### src/assert_macros.svh
// assertion macros shared by the rtl files
`ifndef ASSERT_MACROS_SVH
`define ASSERT_MACROS_SVH

// clocked check on clk, off while rst_n is low
`define ASSERT_CLKD(lbl, prop, msg) \
    lbl: assert property (@(posedge clk) disable iff (!rst_n) prop) else $error(msg);

// same-cycle implication
`define ASSERT_IMPLY(lbl, ante, cons, msg) \
    `ASSERT_CLKD(lbl, (ante) |-> (cons), msg)

// next-cycle implication
`define ASSERT_NEXT(lbl, ante, cons, msg) \
    `ASSERT_CLKD(lbl, (ante) |=> (cons), msg)

`endif

### src/nst_pkg.sv
// shared types and constants of the named semaphore table
package nst_pkg;

    localparam int NUM_SEMS_DEF    = 16;
    localparam int QUEUE_DEPTH_DEF = 16;
    localparam int NAME_BYTES_DEF  = 8;

    localparam int KEY_W    = 64;
    localparam int INIT_W   = 16;
    localparam int PID_W    = 8;
    localparam int STATUS_W = 3;
    localparam int CNT_W    = 17;
    localparam int OPENS_W  = 8;

    typedef enum logic [1:0] {
        CMD_OPEN  = 2'd0,
        CMD_WAIT  = 2'd1,
        CMD_POST  = 2'd2,
        CMD_CLOSE = 2'd3
    } cmd_t;

    typedef enum logic [STATUS_W-1:0] {
        ST_OK       = 3'd0,
        ST_EXISTS   = 3'd1,
        ST_NOSLOT   = 3'd2,
        ST_NOTFOUND = 3'd3,
        ST_QFULL    = 3'd4
    } status_t;

    localparam logic signed [CNT_W-1:0] CNT_MAX  = 17'sd65535;
    localparam logic signed [CNT_W-1:0] CNT_ZERO = 17'sd0;
    localparam logic signed [CNT_W-1:0] CNT_ONE  = 17'sd1;
    localparam logic [OPENS_W-1:0]      OPENS_MAX = 8'd255;

endpackage

### src/nst_ifs.sv
// request and response channel interfaces
interface nst_req_if import nst_pkg::*; ();
    logic                valid;
    logic                ready;
    logic [1:0]          cmd;
    logic [KEY_W-1:0]    name_key;
    logic [INIT_W-1:0]   init_value;
    logic [PID_W-1:0]    caller_pid;

    modport source (output valid, output cmd, output name_key, output init_value,
                    output caller_pid, input ready);
    modport sink (input valid, input cmd, input name_key, input init_value,
                  input caller_pid, output ready);
endinterface

interface nst_rsp_if import nst_pkg::*; ();
    logic                valid;
    logic                ready;
    logic [STATUS_W-1:0] status;
    logic                must_block;
    logic                wake_valid;
    logic [PID_W-1:0]    wake_pid;

    modport source (output valid, output status, output must_block, output wake_valid,
                    output wake_pid, input ready);
    modport sink (input valid, input status, input must_block, input wake_valid,
                  input wake_pid, output ready);
endinterface

### src/nst_pid_ram.sv
// wait queue storage: one pid ring per slot, one write and one read port
module nst_pid_ram import nst_pkg::*; #(
    parameter int DEPTH = NUM_SEMS_DEF * QUEUE_DEPTH_DEF,
    parameter int AW    = (DEPTH > 1) ? $clog2(DEPTH) : 1
) (
    input  logic             clk,
    input  logic             we,
    input  logic [AW-1:0]    waddr,
    input  logic [PID_W-1:0] wdata,
    input  logic             re,
    input  logic [AW-1:0]    raddr,
    output logic [PID_W-1:0] rdata
);

    logic [PID_W-1:0] mem [DEPTH];

    always_ff @(posedge clk)
    begin
        if (we)
        begin
            mem[waddr] <= wdata;
        end
        if (re)
        begin
            rdata <= mem[raddr];
        end
    end

endmodule

### src/named_semaphore_table.sv
// named semaphore table top level: slot search, read-modify-write, response register
//
//  channel | dir | words
//  --------+-----+---------------------------------------------------
//  req     | in  | cmd, name_key, init_value, caller_pid
//  rsp     | out | status, must_block, wake_valid, wake_pid
//
// one request at a time; a request is taken in S_IDLE, then S_SCAN reads the slot memory
// at one slot per cycle (stops at the matching slot), S_EXEC does the read-modify-write
// of the slot and S_OUT loads the response register.
// used bits are flops cleared by reset; the slot and pid memories need no clearing.
// a stalled rsp holds its word; a new request is taken while a response waits.
`include "assert_macros.svh"

module named_semaphore_table import nst_pkg::*; #(
    parameter int NUM_SEMS    = NUM_SEMS_DEF,
    parameter int QUEUE_DEPTH = QUEUE_DEPTH_DEF,
    parameter int NAME_BYTES  = NAME_BYTES_DEF
) (
    input  logic   clk,
    input  logic   rst_n,
    nst_req_if.sink   req,
    nst_rsp_if.source rsp
);

    localparam int SW = (NUM_SEMS > 1) ? $clog2(NUM_SEMS) : 1;
    localparam int CW = $clog2(NUM_SEMS + 1);
    localparam int QW = (QUEUE_DEPTH > 1) ? $clog2(QUEUE_DEPTH) : 1;
    localparam int LW = $clog2(QUEUE_DEPTH + 1);
    localparam int PW = LW + 1;
    localparam int KW = 8 * NAME_BYTES;
    localparam int PD = NUM_SEMS * QUEUE_DEPTH;
    localparam int AW = (PD > 1) ? $clog2(PD) : 1;

    typedef struct packed {
        logic [KW-1:0]             key;
        logic signed [CNT_W-1:0]   cnt;
        logic [OPENS_W-1:0]        opens;
        logic [QW-1:0]             head;
        logic [LW-1:0]             len;
    } ent_t;

    typedef enum logic [3:0] {
        S_IDLE = 4'b0001,
        S_SCAN = 4'b0010,
        S_EXEC = 4'b0100,
        S_OUT  = 4'b1000
    } state_t;

    state_t state_reg, state_next;

    // request capture
    cmd_t              cmd_reg;
    logic [KW-1:0]     key_reg;
    logic [INIT_W-1:0] init_reg;
    logic [PID_W-1:0]  pid_reg;

    // scan
    logic [CW-1:0]       iss_reg;
    logic                cmp_vld_reg;
    logic [SW-1:0]       cmp_idx_reg;
    logic                free_vld_reg;
    logic [SW-1:0]       free_idx_reg;
    logic                hit_reg;
    logic [SW-1:0]       slot_reg;
    ent_t                ent_reg;
    logic [NUM_SEMS-1:0] used_reg;
    logic                issuing;
    logic                match;
    logic [SW-1:0]       iss_idx;

    // slot memory
    ent_t          slot_mem [NUM_SEMS];
    ent_t          slot_rd;
    logic          ent_we;
    logic [SW-1:0] ent_waddr;
    ent_t          ent_wdata;
    logic          set_used;
    logic          clr_used;

    // pid memory
    logic             pid_we;
    logic             pid_re;
    logic [AW-1:0]    pid_waddr;
    logic [AW-1:0]    pid_raddr;
    logic [PID_W-1:0] pid_rdata;

    // result and response
    status_t          res_status;
    logic             res_blk;
    logic             res_wake;
    status_t          res_status_reg;
    logic             res_blk_reg;
    logic             res_wake_reg;
    logic             rsp_vld_reg, rsp_vld_next;
    logic [STATUS_W-1:0] rsp_status_reg;
    logic             rsp_blk_reg;
    logic             rsp_wv_reg;
    logic [PID_W-1:0] rsp_pid_reg;
    logic             out_load;
    logic signed [CNT_W-1:0] wr_neg_cnt;

    assign req.ready = (state_reg == S_IDLE);
    assign rsp.valid      = rsp_vld_reg;
    assign rsp.status     = rsp_status_reg;
    assign rsp.must_block = rsp_blk_reg;
    assign rsp.wake_valid = rsp_wv_reg;
    assign rsp.wake_pid   = rsp_pid_reg;

    assign iss_idx = iss_reg[SW-1:0];
    assign issuing = (state_reg == S_SCAN) && (iss_reg < CW'(NUM_SEMS));
    assign match   = (state_reg == S_SCAN) && cmp_vld_reg && used_reg[cmp_idx_reg]
                     && (slot_rd.key == key_reg);
    assign out_load = (state_reg == S_OUT) && (!rsp_vld_reg || rsp.ready);
    assign wr_neg_cnt = -ent_wdata.cnt;

    always_ff @(posedge clk)
    begin
        if (ent_we)
        begin
            slot_mem[ent_waddr] <= ent_wdata;
        end
        if (issuing)
        begin
            slot_rd <= slot_mem[iss_idx];
        end
    end

    nst_pid_ram #(
        .DEPTH (PD),
        .AW    (AW)
    ) u_pid_ram (
        .clk   (clk),
        .we    (pid_we),
        .waddr (pid_waddr),
        .wdata (pid_reg),
        .re    (pid_re),
        .raddr (pid_raddr),
        .rdata (pid_rdata)
    );

    // read-modify-write of the selected slot
    always_comb
    begin
        logic [PW-1:0]           push_sum;
        logic [QW-1:0]           push_pos;
        logic [QW-1:0]           head_nx;
        logic signed [CNT_W-1:0] cnt_inc;
        logic [OPENS_W-1:0]      opens_dec;
        logic [AW-1:0]           slot_base;

        push_sum  = PW'(ent_reg.head) + PW'(ent_reg.len);
        push_pos  = (push_sum >= PW'(QUEUE_DEPTH)) ? QW'(push_sum - PW'(QUEUE_DEPTH))
                                                   : QW'(push_sum);
        head_nx   = (ent_reg.head == QW'(QUEUE_DEPTH - 1)) ? '0 : QW'(ent_reg.head + 1'b1);
        cnt_inc   = (ent_reg.cnt < CNT_MAX) ? ent_reg.cnt + CNT_ONE : ent_reg.cnt;
        opens_dec = (ent_reg.opens != '0) ? ent_reg.opens - 1'b1 : ent_reg.opens;
        slot_base = AW'(AW'(slot_reg) * AW'(QUEUE_DEPTH));

        ent_we     = 1'b0;
        ent_waddr  = slot_reg;
        ent_wdata  = ent_reg;
        set_used   = 1'b0;
        clr_used   = 1'b0;
        pid_we     = 1'b0;
        pid_re     = 1'b0;
        pid_waddr  = AW'(slot_base + AW'(push_pos));
        pid_raddr  = AW'(slot_base + AW'(ent_reg.head));
        res_status = ST_OK;
        res_blk    = 1'b0;
        res_wake   = 1'b0;

        if (state_reg == S_EXEC)
        begin
            if (cmd_reg == CMD_OPEN)
            begin
                if (hit_reg)
                begin
                    ent_we = 1'b1;
                    ent_wdata.opens = (ent_reg.opens < OPENS_MAX) ? ent_reg.opens + 1'b1
                                                                  : ent_reg.opens;
                    res_status = ST_EXISTS;
                end
                else if (free_vld_reg)
                begin
                    ent_we          = 1'b1;
                    set_used        = 1'b1;
                    ent_waddr       = free_idx_reg;
                    ent_wdata.key   = key_reg;
                    ent_wdata.cnt   = $signed(CNT_W'(init_reg));
                    ent_wdata.opens = OPENS_W'(1);
                    ent_wdata.head  = '0;
                    ent_wdata.len   = '0;
                end
                else
                begin
                    res_status = ST_NOSLOT;
                end
            end
            else if (!hit_reg)
            begin
                res_status = ST_NOTFOUND;
            end
            else
            begin
                case (cmd_reg)
                    CMD_WAIT:
                    begin
                        if (ent_reg.cnt <= CNT_ZERO)
                        begin
                            if (ent_reg.len >= LW'(QUEUE_DEPTH))
                            begin
                                res_status = ST_QFULL;
                            end
                            else
                            begin
                                ent_we        = 1'b1;
                                pid_we        = 1'b1;
                                ent_wdata.len = LW'(ent_reg.len + 1'b1);
                                ent_wdata.cnt = ent_reg.cnt - CNT_ONE;
                                res_blk       = 1'b1;
                            end
                        end
                        else
                        begin
                            ent_we        = 1'b1;
                            ent_wdata.cnt = ent_reg.cnt - CNT_ONE;
                        end
                    end
                    CMD_POST:
                    begin
                        ent_we        = 1'b1;
                        ent_wdata.cnt = cnt_inc;
                        if ((cnt_inc <= CNT_ZERO) && (ent_reg.len != '0))
                        begin
                            pid_re         = 1'b1;
                            res_wake       = 1'b1;
                            ent_wdata.head = head_nx;
                            ent_wdata.len  = LW'(ent_reg.len - 1'b1);
                        end
                    end
                    CMD_CLOSE:
                    begin
                        if (opens_dec == '0)
                        begin
                            clr_used = 1'b1;
                        end
                        else
                        begin
                            ent_we          = 1'b1;
                            ent_wdata.opens = opens_dec;
                        end
                    end
                    default:
                    begin
                        res_status = ST_OK;
                    end
                endcase
            end
        end
    end

    always_comb
    begin
        state_next = state_reg;
        case (state_reg)
            S_IDLE:
            begin
                if (req.valid)
                begin
                    state_next = S_SCAN;
                end
            end
            S_SCAN:
            begin
                if (match || !issuing)
                begin
                    state_next = S_EXEC;
                end
            end
            S_EXEC:
            begin
                state_next = S_OUT;
            end
            S_OUT:
            begin
                if (out_load)
                begin
                    state_next = S_IDLE;
                end
            end
            default:
            begin
                state_next = S_IDLE;
            end
        endcase
    end

    always_comb
    begin
        rsp_vld_next = rsp_vld_reg;
        if (out_load)
        begin
            rsp_vld_next = 1'b1;
        end
        else if (rsp.ready)
        begin
            rsp_vld_next = 1'b0;
        end
    end

    always_ff @(posedge clk or negedge rst_n)
    begin
        if (!rst_n)
        begin
            state_reg    <= S_IDLE;
            iss_reg      <= '0;
            cmp_vld_reg  <= 1'b0;
            free_vld_reg <= 1'b0;
            hit_reg      <= 1'b0;
            used_reg     <= '0;
            rsp_vld_reg  <= 1'b0;
        end
        else
        begin
            state_reg   <= state_next;
            rsp_vld_reg <= rsp_vld_next;
            if ((state_reg == S_IDLE) && req.valid)
            begin
                iss_reg      <= '0;
                cmp_vld_reg  <= 1'b0;
                free_vld_reg <= 1'b0;
                hit_reg      <= 1'b0;
            end
            if (state_reg == S_SCAN)
            begin
                cmp_vld_reg <= issuing;
                if (issuing)
                begin
                    iss_reg <= CW'(iss_reg + 1'b1);
                    if (!used_reg[iss_idx] && !free_vld_reg)
                    begin
                        free_vld_reg <= 1'b1;
                    end
                end
                if (match)
                begin
                    hit_reg <= 1'b1;
                end
            end
            if (set_used)
            begin
                used_reg[free_idx_reg] <= 1'b1;
            end
            if (clr_used)
            begin
                used_reg[slot_reg] <= 1'b0;
            end
        end
    end

    always_ff @(posedge clk)
    begin
        if ((state_reg == S_IDLE) && req.valid)
        begin
            cmd_reg  <= cmd_t'(req.cmd);
            key_reg  <= req.name_key[KW-1:0];
            init_reg <= req.init_value;
            pid_reg  <= req.caller_pid;
        end
        if (state_reg == S_SCAN)
        begin
            cmp_idx_reg <= iss_idx;
            if (issuing && !used_reg[iss_idx] && !free_vld_reg)
            begin
                free_idx_reg <= iss_idx;
            end
            if (match)
            begin
                slot_reg <= cmp_idx_reg;
                ent_reg  <= slot_rd;
            end
        end
        if (state_reg == S_EXEC)
        begin
            res_status_reg <= res_status;
            res_blk_reg    <= res_blk;
            res_wake_reg   <= res_wake;
        end
        if (out_load)
        begin
            rsp_status_reg <= res_status_reg;
            rsp_blk_reg    <= res_blk_reg;
            rsp_wv_reg     <= res_wake_reg;
            rsp_pid_reg    <= res_wake_reg ? pid_rdata : '0;
        end
    end

    `ASSERT_IMPLY(a_wake_ok, rsp.valid && rsp.wake_valid, rsp.status == ST_OK && !rsp.must_block, "wake word with bad status")
    `ASSERT_IMPLY(a_queue_len, ent_we && (ent_wdata.cnt < CNT_ZERO), wr_neg_cnt == $signed(CNT_W'(ent_wdata.len)), "queue length out of step with count")
    `ASSERT_IMPLY(a_hit_used, (state_reg == S_EXEC) && hit_reg, used_reg[slot_reg], "hit on a free slot")
    `ASSERT_NEXT(a_exec_out, state_reg == S_EXEC, state_reg == S_OUT && !hit_reg == !$past(hit_reg), "exec not followed by response load")

endmodule

### src/flat_wrapper.sv
// flat-port wrapper written by rule: the top's interface ports become plain ports
module named_semaphore_table_flat import nst_pkg::*;
#(
    parameter int NUM_SEMS    = NUM_SEMS_DEF,
    parameter int QUEUE_DEPTH = QUEUE_DEPTH_DEF,
    parameter int NAME_BYTES  = NAME_BYTES_DEF
)
  (clk, rst_n, req_valid, req_cmd, req_name_key, req_init_value, req_caller_pid, req_ready, rsp_valid, rsp_status, rsp_must_block, rsp_wake_valid, rsp_wake_pid, rsp_ready);
  nst_req_if req_i ();
  nst_rsp_if rsp_i ();
  input  logic clk;
  input  logic rst_n;
  input wire logic [$bits(req_i.valid)-1:0] req_valid;
  input wire logic [$bits(req_i.cmd)-1:0] req_cmd;
  input wire logic [$bits(req_i.name_key)-1:0] req_name_key;
  input wire logic [$bits(req_i.init_value)-1:0] req_init_value;
  input wire logic [$bits(req_i.caller_pid)-1:0] req_caller_pid;
  output wire logic [$bits(req_i.ready)-1:0] req_ready;
  output wire logic [$bits(rsp_i.valid)-1:0] rsp_valid;
  output wire logic [$bits(rsp_i.status)-1:0] rsp_status;
  output wire logic [$bits(rsp_i.must_block)-1:0] rsp_must_block;
  output wire logic [$bits(rsp_i.wake_valid)-1:0] rsp_wake_valid;
  output wire logic [$bits(rsp_i.wake_pid)-1:0] rsp_wake_pid;
  input wire logic [$bits(rsp_i.ready)-1:0] rsp_ready;
  assign req_i.valid = req_valid;
  assign req_i.cmd = req_cmd;
  assign req_i.name_key = req_name_key;
  assign req_i.init_value = req_init_value;
  assign req_i.caller_pid = req_caller_pid;
  assign req_ready = req_i.ready;
  assign rsp_valid = rsp_i.valid;
  assign rsp_status = rsp_i.status;
  assign rsp_must_block = rsp_i.must_block;
  assign rsp_wake_valid = rsp_i.wake_valid;
  assign rsp_wake_pid = rsp_i.wake_pid;
  assign rsp_i.ready = rsp_ready;
  named_semaphore_table #(.NUM_SEMS(NUM_SEMS), .QUEUE_DEPTH(QUEUE_DEPTH), .NAME_BYTES(NAME_BYTES)) u_core (.clk(clk), .rst_n(rst_n), .req(req_i), .rsp(rsp_i));
endmodule
### config.mk
export PLATFORM = sky130hd
export DESIGN_NAME = named_semaphore_table_flat
export DESIGN_NICKNAME = d
export VERILOG_FILES = /design/src/nst_pkg.sv /design/src/nst_ifs.sv /design/src/nst_pid_ram.sv /design/src/named_semaphore_table.sv /design/src/flat_wrapper.sv
export VERILOG_INCLUDE_DIRS = /design/src /design/src/src
export SDC_FILE = /design/constraint.sdc
export NUM_CORES = 2
export LEC_CHECK = 0
export BUFFER_PORTS_ARGS = -buffer_cell sky130_fd_sc_hd__buf_4
export CAP_MARGIN = 20
export CORE_AREA = 2 2 582 584
export CTS_CLUSTER_DIAMETER = 30
export DETAILED_ROUTE_END_ITERATION = 10
export DIE_AREA = 0 0 584 586
export PLACE_DENSITY_LB_ADDON = 0.15
export SETUP_SLACK_MARGIN = 0.1
export SYNTH_ARGS = -nofsm -noshare
export SYNTH_HDL_FRONTEND = slang
export SYNTH_HIERARCHICAL = 1
export SYNTH_SLANG_ARGS = --single-unit
### constraint.sdc
create_clock -name clk -period 18.6 [get_ports clk]
set_input_delay 0.93 -clock clk [delete_from_list [all_inputs] [get_ports clk]]
set_output_delay 0.93 -clock clk [all_outputs]
set_load 0.1 [all_outputs]
== After elaboration in Yosys (flattened, before gate mapping) ==
Memories as Yosys holds them, arrays and structs flattened. A register that Yosys moved wholly into a read port is not among the register bits.
Cells that the tools add are included.
Word-level totals
  bits in registers: 247
  RAM bits: 3616
  bits of input ports: 94
  output and inout bits: 15
  logic and storage cells: 188
  memories: 2
Memories
  u_core.u_pid_ram.mem: depth 256, width 8, read ports 1, clocked after Yosys merged registers in 1, write ports 1, line nst_pid_ram.sv:15  | logic [PID_W-1:0] mem [DEPTH];
  u_core.slot_mem: depth 16, width 98, read ports 1, clocked after Yosys merged registers in 1, write ports 1, line named_semaphore_table.sv:73  | ent_t slot_mem [NUM_SEMS];
Operators by class
  add/subtract/negate cells: 12
  order comparisons: 13
  equal/unequal tests: 12
  multiplexer cells: 93
  bitwise gates (word level): 3
  reduce and logical (&&, ||, !) cells: 27
Operators by type and width (count)
  98-bit 2-to-1 mux: 2
  81-bit 2-to-1 mux: 1
  34-bit 2-to-1 mux: 2
  64-bit equality test: 1
  64-bit 2-to-1 mux: 1
  17-bit 2-to-1 mux: 3
  1-bit 2-to-1 mux: 45
  4-bit 2-to-1 mux: 10
  8-bit 2-to-1 mux: 5
  17-bit by 1-bit less-or-equal comparator with 1-bit output, second input constant: 2
  17-bit case mux with 2 select lines: 1
  16-bit 2-to-1 mux: 2
  5-bit 2-to-1 mux: 5
  4-bit by 5-bit < comparator with 1-bit output, second input constant: 4
  9-bit 2-to-1 mux: 2
  17-bit by 2-bit adder with 17-bit output, second input constant: 1
  17-bit < comparator, second input constant: 1
  17-bit by 2-bit subtractor with 17-bit output, second input constant: 1
  8-bit by 4-bit adder with 8-bit output: 2
  16-bit bitwise AND: 1
  16-bit NOT: 1
  16-bit OR: 1
  4-bit case mux with 4 select lines: 1
  3-bit 2-to-1 mux: 5
  other kinds (35): 60

== Longest topological paths before layout ==
  depth after elaboration: 10
  mapped depth: 14
  gate-level depth less buffers: 10

== Modules after synthesis ==
The synthesis kept the hierarchy.
Modules (own cells, without submodules)
  nst_pid_ram: times used 1, cells an instance 3733, area each 79636.4 um2, sequential area each 61739.2 um2
  named_semaphore_table: times used 1, cells an instance 3371, area each 74365.1 um2, sequential area each 57301.2 um2

== Worst setup path before layout ==
Ideal clock, no wire load.
  kind: register to register
  start: reg u_core.state_reg[3]
  end: reg u_core.state_reg[1]
  setup time: 479 ps
  arrival: 9513 ps
  data required time: 18121 ps
  setup slack: 8608 ps
  cell stages (with the launch flop): 7
  buffers on the path: 0
  clock period less this slack: 9992 ps
  cells stage by stage: dfrtp_1 nor4b_2 nand4_1 nor4_1 nand4_1 a211oi_1 o21ai_0
Between the ends
  word-level cells in the longest chain between the ends: 7
  elaborated cells between the ends (all ways): 16
  classes of those cells: eq/ne (7); mux (1); reduce/logical (8)
RTL lines
  start: declaration: line named_semaphore_table.sv:50  | state_t state_reg, state_next;
  start signal: assignment: line named_semaphore_table.sv:326  | state_reg <= state_next;
  4-bit by 2-bit equality test with 1-bit output: line named_semaphore_table.sv:111, named_semaphore_table.sv:112, named_semaphore_table.sv:266
  1-bit logical AND (2 in series): line named_semaphore_table.sv:112  | assign match = (state_reg == S_SCAN) && cmp_vld_reg && used_reg[cmp_idx_reg]
  1-bit logical AND: line named_semaphore_table.sv:113  | && (slot_rd.key == key_reg);
  1-bit logical OR: line named_semaphore_table.sv:276  | if (match || !issuing)
  2-bit by 1-bit inequality test with 1-bit output (no source line)
  3-bit AND reduction (no source line)
Several ways; a longest one is shown, not always the timed one.
A chain may end at the register's enable or synchronous reset.

== Final worst setup path ==
  start: reg u_core/ent_reg[5] (netlist name)
  end: reg u_core.u_pid_ram.rdata[2], read port of u_core.u_pid_ram.mem, data pin
Between the ends
  word-level cells in the longest chain between the ends: 1
RTL lines
  start: declaration: line named_semaphore_table.sv:66  | ent_t ent_reg;
  start signal: assignment: line named_semaphore_table.sv:381  | ent_reg <= slot_rd;
  8-bit by 4-bit adder with 8-bit output: line named_semaphore_table.sv:168  | pid_raddr = AW'(slot_base + AW'(ent_reg.head));
  end: declaration: line nst_pid_ram.sv:12  | output logic [PID_W-1:0] rdata
Every way passes these cells.

==> results.py <==
metrics = {
    "timing": {
        "setup_viol": 0,
        "rsz0062_at_grt": "no",
        "fin_crit_sh": 0.356,
        "finalSetupTns_ps": 0,
        "tightest_slew_ps": 1400,
        "slew_viol_final": 0,
        "hold_viol": 0,
        "whs_ps": 63.7,
        "relSlewSlack": 0.0673,
        "clock.fmax_mhz": 151,
        "post-route-min-period_ps": 6630,
        "fin_ws_ps": 11970,
        "clock_skew_ps": 70.3,
    },
    "power_and_ir_drop": {
        "p_int_mw": 20.0,
        "ir_drop_uv": 133,
        "p_sw_mw": 5.74,
        "switching_share": 0.223,
        "seqPwrFrac": 0.399,
        "total_power_mw": 25.7,
        "p_clk_frac": 0.540,
        "pwr-share-comb": 0.062,
        "power.density_mw_per_mm2": 137,
        "p_leak_nw": 58.7,
    },
    "min_path": {
        "worstHoldStart": "req_init_value[6]",
        "hold_path_class": "in -> reg",
    },
    "synthesis": {
        "synthFlopType": "edfxtp_1",
        "netlist_instances": 7104,
        "synth_edf_count": 3940,
        "ys_seq_area_frac": 0.773,
        "ys_types": 102,
        "syn_area_mm2": 0.154,
        "synthesis.nets": 7216,
        "syn_area_per_cell_um2": 21.7,
        "ys_seq_elements": 3969,
        "synthArstFlopShare": 0.00731,
        "ys_warn_count": 6,
    },
    "job": {
        "cap_violations": 0,
    },
    "worst_setup_path": {
        "critical_path_arrival_ps": 7370,
        "timing.rr.start": "u_core/ent_reg[5]",
        "critPathCaptureType": "flop",
        "reg2reg_depth": 10,
        "critPathKind": "reg -> reg",
        "path_depth": 10,
        "timing.rr.end": "u_core/u_pid_ram/rdata[2]",
        "startpoint_type": "flop",
        "cp_max_fo": 49,
        "reg2reg_setup_slack_ps": 11970,
        "crit_start": "u_core/ent_reg[5]",
        "cp_num_buf_inv": 5,
        "slowest_stage": "buf_4",
        "path_common_cell": "buf_4",
        "critical-path-max-stage-delay_ps": 870,
        "crit_end": "u_core/u_pid_ram/rdata[2]",
        "path_cells": "buf_4, buf_4, buf_4, buf_4, buf_4, mux4_2, a22oi_1, a21oi_1, nor4_1, nor4_2",
        "required_ps": 19340,
        "path_delay_family": "buffers and inverters",
    },
    "cts": {
        "htreeDepth": 6,
        "clock_sinks": 3969,
        "cts_buffers": 756,
        "cts-hold-fix-buffers": 50,
        "clkLatencyLatePin_ps": 1070,
        "cts_setup_buffers": 0,
        "cts_resized": 0,
        "cts_root_buffer": "clkbuf_16",
        "cts_buffer_depth": 4,
        "cts_tree": "done",
        "clkTransAtPathRegs_ps": 50,
    },
    "place": {
        "pre_cts_ws_ps": 11810,
        "hpwl_mm": 210,
        "placed_area_mm2": 0.160,
        "io_buffers": 108,
        "dp_cells": 11400,
        "gp_congestion": 0.837,
    },
    "cells_and_area": {
        "area_growth_pct": 21.6,
        "multiInputGateArea_mm2": 0.0329,
        "final_cell_mix": "3940 x edfxtp_1, 952 x mux4_2, 760 x clkbuf_16",
        "top_register": "u_core/u_pid_ram/mem",
        "layout_commonest_cell": "edfxtp_1",
        "final.fill_count": 24900,
        "drive_above_1_share": 0.310,
        "seq_area_mm2": 0.119,
        "largest_register_ff_count": 2048,
        "fin_cells": 12900,
        "largestRegisters": "u_core/u_pid_ram/mem: 2048 flops, u_core/slot_mem: 1568 flops",
        "nets": 7922,
        "utilization": 0.558,
        "finalInstanceArea_mm2": 0.187,
    },
    "floorplanning": {
        "die_height_um": 586,
        "io-pin-count": 109,
        "initial_core_util": 0.459,
        "die_w_um": 584,
        "dieArea_mm2": 0.342,
        "coreArea_mm2": 0.336,
        "placementRows": 213,
    },
    "global_route": {
        "grt_max_degree": 216,
        "grt_overflow": 0,
        "grt_pass1_wl_mm": 566,
        "grtUsageTotal": 0.227,
        "antenna_found_initial": 6,
        "grt_pass1_vias": 79600,
    },
    "drt": {
        "antenna_left": 0,
        "wl_mm": 391,
        "drt_iter0_drc": 8196,
        "via_per_inst": 5.97,
        "firstDrtPassIters": 6,
        "wire_per_inst_um": 30.4,
        "vias": 76800,
        "drc": 0,
    },
    "outcome": {
        "outcome": "completed",
    },
}
[worst reg2reg max path, cell delays in order, from the launching register on]
cell and delay [ps]:
edfxtp_1 310, buf_4 580, buf_4 850, buf_4 860
buf_4 830, buf_4 900, mux4_2 660, a22oi_1 300
a21oi_1 190, nor4_1 730, nor4_2 90
[cell type report]
| type | instances | area share |
|---|---|---|
| well taps | 4407 | 0.0294 |
| flip-flops and latches | 3969 | 0.636 |
| inverters | 46 | 0.000975 |
| diodes | 9 | 0.000120 |
| repair buffers | 354 | 0.0162 |
| clock inverters | 531 | 0.0377 |
| clock buffers | 871 | 0.104 |
| multi-input cells | 2683 | 0.176 |
[synth_stat cells (all sizes together), types with 13 or more instances]
cell type | count | area (um^2)
mux2i | 140 | 1400
nor2b | 39 | 244
inv | 43 | 161
mux2 | 62 | 702
o211ai | 22 | 165
ha | 17 | 213
dfrtp | 28 | 701
a211oi | 27 | 203
edfxtp | 3940 | 118000
o22ai | 50 | 313
a221oi | 23 | 214
xor2 | 29 | 254
a22oi | 138 | 1040
nor3 | 61 | 333
o21ai | 67 | 335
nand4 | 38 | 238
xnor2 | 37 | 324
nand2b | 13 | 81.3
a21oi | 162 | 815
clkbuf | 236 | 886
nor2 | 354 | 1330
buf | 170 | 1250
nand2 | 110 | 413
nor4 | 38 | 257
and3 | 16 | 101
a31oi | 20 | 131
mux4 | 954 | 21500
and2 | 21 | 131
nand3 | 65 | 330
o221ai | 52 | 462
[per-layer routing]
metal | global-route usage | vias up | wire, um
met5 | 0 | - | 15
met4 | 0.0643 | 2 | 9290
met3 | 0.0380 | 558 | 25400
met2 | 0.376 | 2988 | 195000
met1 | 0.314 | 41500 | 161000
li1 | - | 31800 | -
[power groups by stage]
stage	Combinational, mW	Sequential (mW)	Clock (mW)
global route	1.70	10.3	14.5
CTS	1.62	10.3	14.1
global placement	1.58	10.4	0
floorplan	0.972	10.5	0
finish	1.58	10.3	13.9
detailed placement	1.61	10.4	0
[worst min-delay path by stage]
stage / to / slack [ps] / depth (start not counted)
floorplan: u_core/ent_reg[0] / 400 / 0
global placement: u_core/ent_reg[11] / 400 / 0
detailed placement: u_core/ent_reg[0] / 410 / 0
CTS: u_core/key_reg[41] / 0.03 / 1
global route: u_core/key_reg[33] / 30 / 1
finish: u_core/init_reg[6] / 60 / 1
[cells by family (layout without fill, tap and decap cells)]
family,Yosys count,after routing,synth area share
AND/OR/NAND/NOR,795,795,0.0246
XOR/XNOR,66,66,0.00375
multiplexers,1156,1156,0.153
adder cells (fa/ha/maj),18,18,0.00151
AO/OA/AOI/OAI,648,648,0.0289
other,0,9,0
flip-flops,3969,3969,0.773
buffers and inverters,452,1802,0.0150
(Power assumes the default switching activity.)
